$ cat config.mk
export PLATFORM = sky130hd
export DESIGN_NAME = tkcs_queue
export DESIGN_NICKNAME = d
export VERILOG_FILES = /design/src/design/tkcs_pkg.sv /design/src/design/tkcs_queue.sv
export SDC_FILE = /design/constraint.sdc
export NUM_CORES = 1
export LEC_CHECK = 0
export BUFFER_PORTS_ARGS = -buffer_cell sky130_fd_sc_hd__buf_2
export CAP_MARGIN = 5
export CORE_ASPECT_RATIO = 2
export CORE_MARGIN = 4
export CORE_UTILIZATION = 38
export DETAILED_ROUTE_END_ITERATION = 8
export SYNTH_ARGS = -nofsm -noshare
export SYNTH_HDL_FRONTEND = slang
export SYNTH_SLANG_ARGS = --single-unit
$ cat constraint.sdc
create_clock -name i_clk -period 2.5 [get_ports i_clk]
set_clock_uncertainty 0.15 [all_clocks]
set_input_delay 0.125 -clock i_clk [delete_from_list [all_inputs] [get_ports i_clk]]
set_output_delay 0.125 -clock i_clk [all_outputs]
set_load 0.01 [all_outputs]
$ cat src/design/tkcs_pkg.sv
// Package for the top-K column select block: field widths, register indexes
// and the command record that the front part hands to the back part.
// No dependencies.
`default_nettype none

package tkcs_pkg;

    localparam int VALUE_W    = 32;
    localparam int INDEX_W    = 16;
    localparam int LIMIT_W    = 6;
    localparam int STAGED_W   = 17;
    localparam int CFG_IDX_W  = 2;
    localparam int CFG_DATA_W = 17;
    localparam int IN_DATA_W  = 48;
    localparam int OUT_USER_W = 2;
    // Common width for comparing the kept count against the limit.
    localparam int CMP_W      = 8;

    localparam logic [CFG_IDX_W-1:0] CFG_SELECT_LIMIT = 2'd0;
    localparam logic [CFG_IDX_W-1:0] CFG_STAGED_COUNT = 2'd1;

    typedef struct packed {
        logic [VALUE_W-1:0] value;
        logic [INDEX_W-1:0] index;
        logic               last;
        logic               active;    // non-zero value and non-zero limit
        logic               all_mode;  // limit at or above the staged count
        logic [LIMIT_W-1:0] lim;       // min(select_limit, MAX_K)
    } t_cmd;

endpackage

`default_nettype wire

$ cat src/design/tkcs_queue.sv
// Short command queue between the front and back parts of the top-K column
// select block. Depends on tkcs_pkg. DEPTH must be a power of two.
`default_nettype none

module tkcs_queue #(
    parameter int DEPTH = 4
) (
    input  wire logic           i_clk,
    input  wire logic           i_rst_n,
    input  wire logic           i_push,
    input  wire tkcs_pkg::t_cmd i_cmd,
    output logic                o_full,
    input  wire logic           i_pop,
    output logic                o_valid,
    output tkcs_pkg::t_cmd      o_cmd
);
    import tkcs_pkg::*;

    localparam int PTR_W = (DEPTH > 1) ? $clog2(DEPTH) : 1;
    localparam logic [PTR_W:0] FILL_MAX = (PTR_W + 1)'(DEPTH);

    t_cmd             r_mem [DEPTH];
    logic [PTR_W-1:0] r_wr;
    logic [PTR_W-1:0] r_rd;
    logic [PTR_W:0]   r_fill;
    logic             w_push;
    logic             w_pop;

    assign o_full  = (r_fill == FILL_MAX);
    assign o_valid = (r_fill != '0);
    assign o_cmd   = r_mem[r_rd];
    assign w_push  = i_push && !o_full;
    assign w_pop   = i_pop && o_valid;

    always_ff @(posedge i_clk) begin
        if (w_push) begin
            r_mem[r_wr] <= i_cmd;
        end
    end

    always_ff @(posedge i_clk) begin
        if (!i_rst_n) begin
            r_wr   <= '0;
            r_rd   <= '0;
            r_fill <= '0;
        end else begin
            if (w_push) r_wr <= r_wr + 1'b1;
            if (w_pop)  r_rd <= r_rd + 1'b1;
            if (w_push && !w_pop) begin
                r_fill <= r_fill + 1'b1;
            end else if (w_pop && !w_push) begin
                r_fill <= r_fill - 1'b1;
            end
        end
    end

endmodule

`default_nettype wire

==> impl_results.md <==
* Leak at 3.74 nW
* Peak supply drop at 0.713 mV
* Delay-heaviest family, CP: adder cells
* Slew headroom at 68.6%
* Setup WS post-layout at 0.193 ns
* Crit-path cells: nor3b_2 -> nor2b_1 -> ha_1 -> inv_1 -> fa_1 -> xor2_1 -> or3_1 -> a21boi_0
* Core area at 22600 sq um
* Filler cells at 1898
* Largest stage delay, worst path at 0.49 ns
* GR Overflow Total at 0
* Footprint of the multi-input gates at 1570 sq um
* Nets at 617
* CP Max Fanout at 6
* Clk pwr share at 28.3%
* Antenna violations before repair at 0
* Synthesis Warnings at 0
* CTS Root Cell: clkbuf_16
* First-pass DRT Iterations at 4
* Most frequent cells in the layout: edfxtp_1 (228), buf_2 (119), dlygate4sd3_1 (60), mux4_2 (57), clkbuf_16 (21)
* Proportion of power drawn by flip-flops and latches at 47.2%
* Critical path launch point type: flop
* Die area at 25500 sq um
* Detail Route Antenna Nets at 0
* Initial core utilization at 38.4%
* Period minus WS final at 2.31 ns
* Total power draw at 10.6 mW
* Mapped Area at 8700 sq um
* First-pass GRT wire length at 26600 microns
* Standard-cell row count at 78
* Clock Latency Late Sink at 0.50 ns
* Final Max Slew Viols at 0
* Post-synth top area cell: edfxtp_1
* Hold Path Class: input pin to flop
* Period utilization at 92.3%
* Max Clk Rate at 0.434 GHz
* PortBufs at 119
* Routing usage on met3 at 2.38%
* Pre-CTS setup slack at 0.188 ns
* Critical Path Slowest Stage Cell: dfxtp_1
* Pwr dens at 965 nW/um^2
* Bufs on Longest Clock Path at 3
* Met2 global-route usage at 25.6%
* FF/Latch Area at 7030 sq um
* Num CTS Buffers at 21
* Post-Syn Instances at 345
* # setup viols final at 0
* Count of cell types in the netlist at 22
* Gr usage total at 13.6%
* Syn-to-layout area delta at 26.3%
* Psw at 2.78 mW
* Slew @ Worst Pin at 0.471 ns
* Placed Cells at 745
* Maxcap violations at 0
* Crit path arrival time at 2.58 ns
* Share of cells above drive strength 1 at 40.5%
* Die X at 115 microns
* DRC Markers at 0
* Largest net degree at the start of global routing at 31
* Commonest non-fill, non-tap cell in the layout: edfxtp_1
* RSZ-0062 raised after global routing: no
* GR met1 Demand/Resource at 14.9%
* Sw Share at 26.2%
* DIE HEIGHT at 222 microns
* WS Path Type: flop to flop
* Logic pwr share at 24.5%
* Drt wl/cell at 20.1 microns
* Post-synthesis sequential area ratio at 80.7%
* Routed WL at 17000 microns
* WHS at 0.0260 ns
* Setup TNS at 0 ns
* Top cell type's share of synthesized area at 78.7%
* Clock sinks at 237
* FF+latch count, synth at 237
* Vias per std cell at 4.89
* Clk slew on worst S/H paths at 0.06 ns
* Critical Path Sink Type: flop
* Initial DRC Count at 218
* CP bufs+invs at 1
* Status: completed
* Worst path required time at 2.78 ns
* H-tree depth at 1
* P_int at 7.82 mW
* Io pins at 120
* N_diodes at 0
* GP Congestion at 0.741
* Synth Net Count at 412
* Via count at 4131
* Area contributors post-synth: edfxtp_1 (79%), mux4_2 (15%), dfxtp_1 (2.1%)
* Vias in the first global route at 4796
* Avg Cell Area, Syn at 25.2 sq um
* GRT busiest layer: met2
* Non-Filler Instances at 845
* HPWL Detailed at 10700 microns
* Final hold violations at 0
* CTS tree: yes
-- metrics by stage --
| stage | utilization, % | instance area [sq um] |
|---|---|---|
| floorplan | - | 8710 |
| global placement | 43.0 | 9730 |
| detailed placement | 43.0 | 9730 |
| CTS | 48.5 | 11000 |
| global route | 48.5 | 11000 |
| finish | 48.5 | 11000 |
-- state kept, by name, indices dropped and copies added (netlist names), named ones only --
| signal | cells |
|---|---|
| r_fill | 3 |
| r_wr | 2 |
| r_rd | 2 |
| r_mem | 228 |
-- repair_timing --
| item | 4_1_cts | 5_1_grt |
|---|---|---|
| gates resized for setup | 0 | 0 |
| setup endpoints to repair | 5 | 0 |
| setup buffers | 2 | 0 |
| hold endpoints to repair | 237 | 0 |
| hold buffers | 60 | 0 |
-- tightest hold or removal path: stages --
cell and delay, ns:
buf_2 0.09, nor2b_1 0.14, buf_4 0.16, mux2i_1 0.11
-- power groups by stage --
stage / Combinational [mW] / Sequential (mW) / Clock [mW]
after floorplan: 1.66 / 5.00 / 0
after CTS: 2.71 / 5.01 / 3.11
after global placement: 2.49 / 5.12 / 0
final: 2.60 / 5.00 / 3.00
after detailed placement: 2.51 / 5.16 / 0
after global routing: 2.83 / 5.04 / 3.27
-- path summary, 6_finish.rpt --
kind                                 from   endpoint  slack (ns)  depth (start not counted)
worst max register to register  r_fill[0]  r_fill[2]        0.19                          8
worst max-delay path            r_fill[0]  r_fill[2]        0.19                          8
worst min-delay path               i_push    r_wr[0]        0.03                          4
worst min register to register    r_wr[1]    r_wr[1]        0.36                          2
-- cells by family after synthesis --
logic type               synth area share (%)
AO/OA/AOI/OAI                           0.388
XOR/XNOR                                0.403
adder cells (fa/ha/maj)                 0.949
buffers and inverters                    1.24
flip-flops                               80.7
multiplexers                             15.1
AND/OR/NAND/NOR                          1.18
-- layout make-up --
class / instances / share of cell area [%]
inverters: 3 / 0.102
well taps: 280 / 3.19
clock buffers: 27 / 4.99
multi-input cells: 91 / 14.3
flip-flops and latches: 237 / 64.0
clock inverters: 11 / 0.774
repair buffers: 196 / 12.6
-- synthesized netlist by cell type, drive strengths merged --
cell    number
o311ai       1
nor2b        2
buf         11
dfxtp        9
o21ai        1
nor3b        1
a21boi       1
fa           1
xnor2        3
nand2        4
or3          2
o31ai        1
and2         8
xor2         1
mux2i        3
mux4        57
ha           5
edfxtp     228
inv          3
clkbuf       3
-- layer usage --
layer / vias to the layer above / routed length (microns)
met2: 91 / 9820
met3: 25 / 734
met5: - / 0
met1: 2145 / 6020
li1: 1870 / -
met4: 0 / 422
No activity file was read; power rests on OpenSTA's default activity.
