<file path="src/design/tkcs_pkg.sv">
// Package for the top-K column select block: field widths, register indexes
// and the command record that the front part hands to the back part.
// No dependencies.
`default_nettype none

package tkcs_pkg;

    localparam int VALUE_W    = 32;
    localparam int INDEX_W    = 16;
    localparam int LIMIT_W    = 6;
    localparam int STAGED_W   = 17;
    localparam int CFG_IDX_W  = 2;
    localparam int CFG_DATA_W = 17;
    localparam int IN_DATA_W  = 48;
    localparam int OUT_USER_W = 2;
    // Common width for comparing the kept count against the limit.
    localparam int CMP_W      = 8;

    localparam logic [CFG_IDX_W-1:0] CFG_SELECT_LIMIT = 2'd0;
    localparam logic [CFG_IDX_W-1:0] CFG_STAGED_COUNT = 2'd1;

    typedef struct packed {
        logic [VALUE_W-1:0] value;
        logic [INDEX_W-1:0] index;
        logic               last;
        logic               active;    // non-zero value and non-zero limit
        logic               all_mode;  // limit at or above the staged count
        logic [LIMIT_W-1:0] lim;       // min(select_limit, MAX_K)
    } t_cmd;

endpackage

`default_nettype wire

</file>
<file path="src/design/tkcs_front.sv">
// Front part of the top-K column select block: configuration registers and
// classification of each input item into a command. Depends on tkcs_pkg.
`default_nettype none

module tkcs_front #(
    parameter int MAX_K = 32
) (
    input  wire logic                               i_clk,
    input  wire logic                               i_rst_n,
    input  wire logic                               i_cfg_wr_en,
    input  wire logic [tkcs_pkg::CFG_IDX_W-1:0]     i_cfg_index,
    input  wire logic [tkcs_pkg::CFG_DATA_W-1:0]    i_cfg_data,
    input  wire logic                               i_valid,
    input  wire logic [tkcs_pkg::IN_DATA_W-1:0]     i_data,
    input  wire logic                               i_last,
    output logic                                    o_ready,
    input  wire logic                               i_queue_full,
    output logic                                    o_push,
    output tkcs_pkg::t_cmd                          o_cmd
);
    import tkcs_pkg::*;

    localparam logic [LIMIT_W:0] MAXK_EXT = (LIMIT_W + 1)'(MAX_K);

    logic [LIMIT_W-1:0]  r_limit;
    logic [STAGED_W-1:0] r_staged;
    logic [VALUE_W-1:0]  w_value;
    logic [LIMIT_W-1:0]  w_lim;

    always_ff @(posedge i_clk) begin
        if (!i_rst_n) begin
            r_limit  <= '0;
            r_staged <= '0;
        end else if (i_cfg_wr_en) begin
            unique case (i_cfg_index)
                CFG_SELECT_LIMIT: r_limit  <= i_cfg_data[LIMIT_W-1:0];
                CFG_STAGED_COUNT: r_staged <= i_cfg_data[STAGED_W-1:0];
                default: ;
            endcase
        end
    end

    assign w_value = i_data[VALUE_W-1:0];
    assign w_lim   = ({1'b0, r_limit} < MAXK_EXT) ? r_limit : MAXK_EXT[LIMIT_W-1:0];

    assign o_ready = !i_queue_full;
    assign o_push  = i_valid && !i_queue_full;

    always_comb begin
        o_cmd.value    = w_value;
        o_cmd.index    = i_data[VALUE_W +: INDEX_W];
        o_cmd.last     = i_last;
        o_cmd.active   = (w_value != '0) && (r_limit != '0);
        o_cmd.all_mode = {{(STAGED_W-LIMIT_W){1'b0}}, r_limit} >= r_staged;
        o_cmd.lim      = w_lim;
    end

endmodule

`default_nettype wire

</file>
<file path="config.mk">
export PLATFORM = sky130hd
export DESIGN_NAME = tkcs_front
export DESIGN_NICKNAME = d
export VERILOG_FILES = /design/src/design/tkcs_pkg.sv /design/src/design/tkcs_front.sv
export SDC_FILE = /design/constraint.sdc
export NUM_CORES = 1
export LEC_CHECK = 0
export ABC_AREA = 1
export BUFFER_PORTS_ARGS = -buffer_cell sky130_fd_sc_hd__buf_2
export CAP_MARGIN = 20
export CELL_PAD_IN_SITES_DETAIL_PLACEMENT = 1
export CELL_PAD_IN_SITES_GLOBAL_PLACEMENT = 2
export CORE_MARGIN = 2
export CORE_UTILIZATION = 19
export DETAILED_ROUTE_END_ITERATION = 10
export PLACE_DENSITY = 0.92
export SYNTH_ARGS = -nofsm -noshare
export SYNTH_HDL_FRONTEND = slang
export SYNTH_SLANG_ARGS = --single-unit
</file>
<file path="constraint.sdc">
create_clock -name i_clk -period 1.97 [get_ports i_clk]
set_input_delay 0.197 -clock i_clk [delete_from_list [all_inputs] [get_ports i_clk]]
set_output_delay 0.197 -clock i_clk [all_outputs]
set_load 0.005 [all_outputs]
</file>
==> results of run 1 <==
-- routing by layer --
| metal | vias to the layer above | part of all wire | track usage |
|---|---|---|---|
| met2 | 47 | 0.52 | 0.180 |
| met3 | 2 | 0.065 | 0.0285 |
| met4 | 0 | 0.0033 | 0.00966 |
| li1 | 758 | - | - |
| met5 | - | 0 | 0 |
| met1 | 703 | 0.41 | 0.104 |
-- logic make-up (layout without fill, tap and decap cells) --
kind of cell / Yosys count / in the layout / synth area share
and+or+nand+nor: 85 / 85 / 0.225
buffers and inverters: 75 / 121 / 0.310
AOI/OAI and AO/OA: 38 / 38 / 0.126
DFF: 23 / 23 / 0.292
adders and majority gates: 6 / 6 / 0.0477
-- layout make-up --
type	count	share of cell area
Clock buffer	4	0.0246
Inverter	20	0.0423
Multi-Input combinational cell	129	0.345
Sequential cell	23	0.251
Tap cell	105	0.0717
Timing Repair Buffer	97	0.265
-- registers in the layout, indices dropped and copies added (netlist names) --
register,flops
r_staged,17
r_limit,6
-- worst paths after layout --
| kind | start | to | cells after the start |
|---|---|---|---|
| min reg2reg | r_staged[13] | r_staged[13] | 2 |
| max reg2reg | r_limit[5] | r_limit[5] | 2 |
| max | r_limit[4] | o_cmd[6] | 10 |
| min | i_cfg_data[12] | r_staged[12] | 3 |
-- through the flow --
stage	setup WS [ns]	instances	cell area, µm²	utilization
6_report	0.204	378	1830	0.225
5_1_grt	0.0243	378	1830	0.225
4_1_cts	0.168	378	1830	0.225
3_5_place_dp	0.498	374	1780	0.219
3_3_place_gp	0.547	374	1780	0.219
2_1_floorplan	0.725	227	1580	-
-- what timing repair did --
item / in CTS / in global routing
setup buffers: 0 / 0
endpoints found under the setup margin: 0 / 1
resized for setup: 0 / 2
-- cells in the mapped netlist --
| cell | n |
|---|---|
| buf_4 | 50 |
| nor2_1 | 49 |
| dfxtp_1 | 23 |
| nand2_1 | 20 |
| o21ai_0 | 20 |
| inv_1 | 19 |
| a21oi_1 | 14 |
| ha_1 | 6 |
| nor3_1 | 5 |
| nand3_1 | 3 |
| nand4_1 | 3 |
| or2_2 | 3 |
| buf_6 | 2 |
| clkbuf_1 | 2 |
| o21ai_1 | 2 |
| a21oi_2 | 1 |
| buf_2 | 1 |
| inv_4 | 1 |
| nand2_2 | 1 |
| nor2_4 | 1 |
| o21ai_2 | 1 |
-- critical path: stages, from the launching register on --
cell     delay (ns)
dfxtp_1        0.34
ha_1           0.33
nand2_2        0.10
inv_1          0.05
nand2_1        0.07
nand3_1        0.09
nand2_1        0.07
nand2_1        0.05
nand2_1        0.05
nand2_1        0.05
buf_2          0.12
-- power by group through the flow --
stage                     Combinational (mW)  Clock [mW]  Sequential (mW)
final                                  0.273       0.292            0.501
after global routing                   0.319       0.328            0.504
after detailed placement               0.273           0            0.512
after global placement                 0.264           0            0.510
after floorplan                        0.206           0            0.508
after CTS                              0.276       0.304            0.501
==> results.json, run 1 <==
{
  "status": "complete, no violations",
  "die_area_mm2": 0.00904,
  "post-route-period-util": 0.897,
  "ioPinCount": 132,
  "die_y_um": 95.1,
  "power.share.clock": 0.274,
  "crit_path_start_kind": "register",
  "nNetsFinal": 353,
  "fmax_mhz": 566,
  "layout_common_cells": "buf_2, nor2_1, dfxtp_1",
  "grt_setup_unrepaired": "false",
  "clock_path_buffers": 2,
  "hp-class": "in -> reg",
  "gr-usage-all-layers": 0.0934,
  "ys_top_cells_by_area": "dfxtp_1, buf_4, nor2_1",
  "synth_area_mm2": 0.00158,
  "clock-sinks": 23,
  "n_fill_cell": 1046,
  "yosysTopAreaCell": "dfxtp_1",
  "swShare": 0.287,
  "hold_violations": 0,
  "antenna_left": 0,
  "synth.avg_cell_area_um2": 6.94,
  "io_buffers": 97,
  "seqCellArea_um2": 460,
  "hold_buffers": 0,
  "gp_congestion": 0.740,
  "ys_seq_area_frac": 0.292,
  "grt_pass1_vias": 1475,
  "h-tree-depth": 1,
  "hold_ws_ns": 0.155,
  "viasPerCell": 3.99,
  "start_util": 0.194,
  "power_density_mw_per_mm2": 582,
  "p_leak_nw": 0.941,
  "end_kind": "output port",
  "yosysTopAreaCellShare": 0.292,
  "hpwl_um": 3600,
  "grt_max_degree": 26,
  "path_max_fanout": 3,
  "drcViolationCount": 0,
  "p_comb_frac": 0.256,
  "area_growth_pct": 16.3,
  "switching_power_mw": 0.306,
  "cts_made_buffers": 3,
  "diodes": 0,
  "ys_warn_count": 0,
  "insertion_delay_ns": 0.26,
  "wl_per_cell_um": 11.4,
  "layout-drive-gt1-share": 0.403,
  "final_common_cell": "buf_2",
  "syn_nets": 306,
  "core_area_mm2": 0.00813,
  "vias": 1510,
  "clock_skew_ns": 0,
  "synth_cells": 227,
  "ys_seq_elements": 23,
  "cts_tree": "yes",
  "multi_input_area_um2": 632,
  "fin_total_pwr_mw": 1.07,
  "path_clk_slew_ns": 0.08,
  "fp-row-count": 33,
  "path_class": "reg -> out",
  "drtPass1Iterations": 3,
  "grt_antenna_before_repair": 0,
  "synth.distinct_cells": 21,
  "p_seq_frac": 0.470,
  "fin_setup_tns_ns": 0,
  "root_buffer": "clkbuf_8",
  "internal-power_mw": 0.761,
  "grt_pass1_wl_um": 6710,
  "ir_worst_vdd_uv": 328,
  "wirelength_um": 4290,
  "r2r_slack_ns": 1.22,
  "fin_crit_ns": 1.77,
  "grt_remaining_overflow": 0,
  "cp.arrival_ns": 1.57,
  "final-setup-viol-count": 0,
  "worstMarginPinSlew_ns": 0.353,
  "drv_cap": 0,
  "relSlewSlack": 0.765,
  "die_w_um": 95.1,
  "drv_slew": 0,
  "required_ns": 1.77,
  "drtIter0Drc": 39
}
Note: power is estimated with default switching activity, not from simulation.
==> run 2, diff against run 1 <==
--- a/config.mk
+++ b/config.mk
@@ -10,7 +10,7 @@
 export CAP_MARGIN = 20
 export CELL_PAD_IN_SITES_DETAIL_PLACEMENT = 1
 export CELL_PAD_IN_SITES_GLOBAL_PLACEMENT = 2
-export CORE_MARGIN = 2
+export CORE_MARGIN = 8
 export CORE_UTILIZATION = 19
 export DETAILED_ROUTE_END_ITERATION = 10
 export PLACE_DENSITY = 0.92
==> run 2 against run 1 <==
  * Utilization decreased by 0.062 points
  * Critical path depth increased by 1
  * Highest routed layer unchanged
  * Largest cell class unchanged
  * Critical endpoint unchanged
  * First-iteration DRC count decreased by 44%
==> results.json, run 2 (same netlist as run 1, synthesis figures left out) <==
{
  "hold_buffers": 0,
  "final-setup-viol-count": 0,
  "swShare": 0.284,
  "cts_setup_buffers": 0,
  "post-place-cells": 374,
  "grt_antenna_before_repair": 0,
  "gp_congestion": 0.709,
  "path_max_fanout": 2,
  "switching_power_mw": 0.301,
  "antenna_left": 0,
  "grt_pass1_vias": 1572,
  "path_cells": "inv_1, ha_1, nand2_1, inv_1, nand2_1, nand3_1, nand2_1, nand2_1, nand2_1, nand2_1, buf_2",
  "drtPass1Iterations": 2,
  "grt_setup_unrepaired": "false",
  "cts-resized-gates": 0,
  "final_common_cell": "buf_2",
  "regMostFlops": "r_staged",
  "p_seq_frac": 0.472,
  "largest_registers": "r_staged (17), r_limit (6)",
  "power.share.clock": 0.273,
  "die_y_um": 107,
  "h-tree-depth": 1,
  "required_ns": 1.77,
  "grt_remaining_overflow": 0,
  "root_buffer": "clkbuf_8",
  "hold_path_end": "r_staged[10]",
  "busiest_layer": "met2",
  "p_comb_frac": 0.254,
  "fin_setup_tns_ns": 0,
  "n_fill_cell": 1055,
  "hp-class": "in -> reg",
  "drcViolationCount": 0,
  "gr-usage-all-layers": 0.0801,
  "nNetsFinal": 353,
  "critical-path-max-stage-delay_ns": 0.32,
  "viasPerCell": 3.92,
  "cpMaxStageDelayCell": "dfxtp_1",
  "die_w_um": 107,
  "post-route-period-util": 0.888,
  "cts_tree": "yes",
  "fp-row-count": 33,
  "crit_path_start_kind": "register",
  "hold_path.startpoint": "i_cfg_data[10]",
  "path_clk_slew_ns": 0.08,
  "reg2reg_from": "r_limit[5]",
  "fin_crit_ns": 1.75,
  "fmax_mhz": 572,
  "status": "complete, no violations",
  "largest_reg_flops": 17,
  "worstMarginPinSlew_ns": 0.345,
  "diodes": 0,
  "io_buffers": 97,
  "instances_no_fill": 378,
  "hold_violations": 0,
  "clock_path_buffers": 2,
  "path_class": "reg -> out",
  "pre_cts_slack_ns": 0.498,
  "cp.arrival_ns": 1.55,
  "drv_cap": 0,
  "layout_common_cells": "buf_2, nor2_1, dfxtp_1",
  "internal-power_mw": 0.759,
  "start_util": 0.194,
  "use_met2": 0.150,
  "power_density_mw_per_mm2": 580,
  "clock-sinks": 23,
  "seqCellArea_um2": 460,
  "insertion_delay_ns": 0.26,
  "die_area_mm2": 0.0115,
  "cts_made_buffers": 3,
  "wirelength_um": 4790,
  "multi_input_area_um2": 627,
  "layout-drive-gt1-share": 0.396,
  "hpwl_um": 4200,
  "ioPinCount": 132,
  "vias": 1482,
  "use_met3": 0.0252,
  "drtIter0Drc": 22,
  "area_growth_pct": 16.0,
  "grt_pass1_wl_um": 7490,
  "r2r_slack_ns": 1.23,
  "p_leak_nw": 0.941,
  "drv_slew": 0,
  "cp_common_cell": "nand2_1",
  "grt_max_degree": 26,
  "wl_per_cell_um": 12.7,
  "end_kind": "output port",
  "setup_ws_ns": 0.221,
  "grtUsageMet1": 0.0817,
  "clock_skew_ns": 0,
  "core_area_mm2": 0.00813,
  "min_path_cells": 3,
  "ir_worst_vdd_uv": 225,
  "rr_endpoint": "r_limit[5]",
  "relSlewSlack": 0.769,
  "r2r_cells": 2
}
run 2: changes by cell type in the layout (fill, tap and decap cells not counted):
| cell | delta |
|---|---|
| nand2_1 | +1 |
| nand2_2 | -1 |
| nor2_1 | +1 |
| nor2_2 | -1 |
run 2: per-stage QoR:
step / hold WS, ns / area (µm²) / power [mW] / utilization
6_report: 0.154 / 1830 / 1.06 / 0.225
5_1_grt: 0.148 / 1830 / 1.14 / 0.225
4_1_cts: 0.153 / 1830 / 1.08 / 0.225
3_5_place_dp: 0.394 / 1780 / 0.789 / 0.219
3_3_place_gp: 0.394 / 1780 / 0.779 / 0.219
2_1_floorplan: 0.332 / 1580 / 0.714 / -
run 2: worst max path at each step:
stage           startpoint  endpoint  cells past startpoint
3_3_place_gp   r_staged[4]  o_cmd[6]                      9
6_report       r_staged[4]  o_cmd[6]                     11
5_1_grt        r_staged[4]  o_cmd[6]                      9
2_1_floorplan  r_staged[4]  o_cmd[6]                      8
3_5_place_dp   r_staged[4]  o_cmd[6]                     11
4_1_cts        r_staged[4]  o_cmd[6]                     11
run 2: critical path: cells and delay by family (launching register included):
family	cells	cell delay (ns)
fa+ha+maj	1	0.29
flops	1	0.32
simple gates	7	0.45
buf+inv	3	0.23
run 2: power by group through the flow:
| stage | combinational (mW) | clock [mW] | sequential, mW |
|---|---|---|---|
| 3_5_place_dp | 0.277 | 0 | 0.512 |
| 3_3_place_gp | 0.269 | 0 | 0.510 |
| 2_1_floorplan | 0.206 | 0 | 0.508 |
| 6_report | 0.270 | 0.290 | 0.501 |
| 5_1_grt | 0.312 | 0.325 | 0.503 |
| 4_1_cts | 0.278 | 0.301 | 0.501 |
run 2: final cells by class:
type,count,area share
repair buffers,97,0.266
inverters,20,0.0425
well taps,105,0.0719
clock buffers,4,0.0247
flip-flops and latches,23,0.252
multi-input cells,129,0.343
run 2: metal layers:
| metal | routed length [µm] | vias up | share of wire |
|---|---|---|---|
| met5 | 0 | - | 0 |
| met4 | 48 | 0 | 0.010 |
| met3 | 378 | 4 | 0.079 |
| met2 | 2500 | 50 | 0.52 |
| met1 | 1860 | 667 | 0.39 |
| li1 | - | 761 | - |
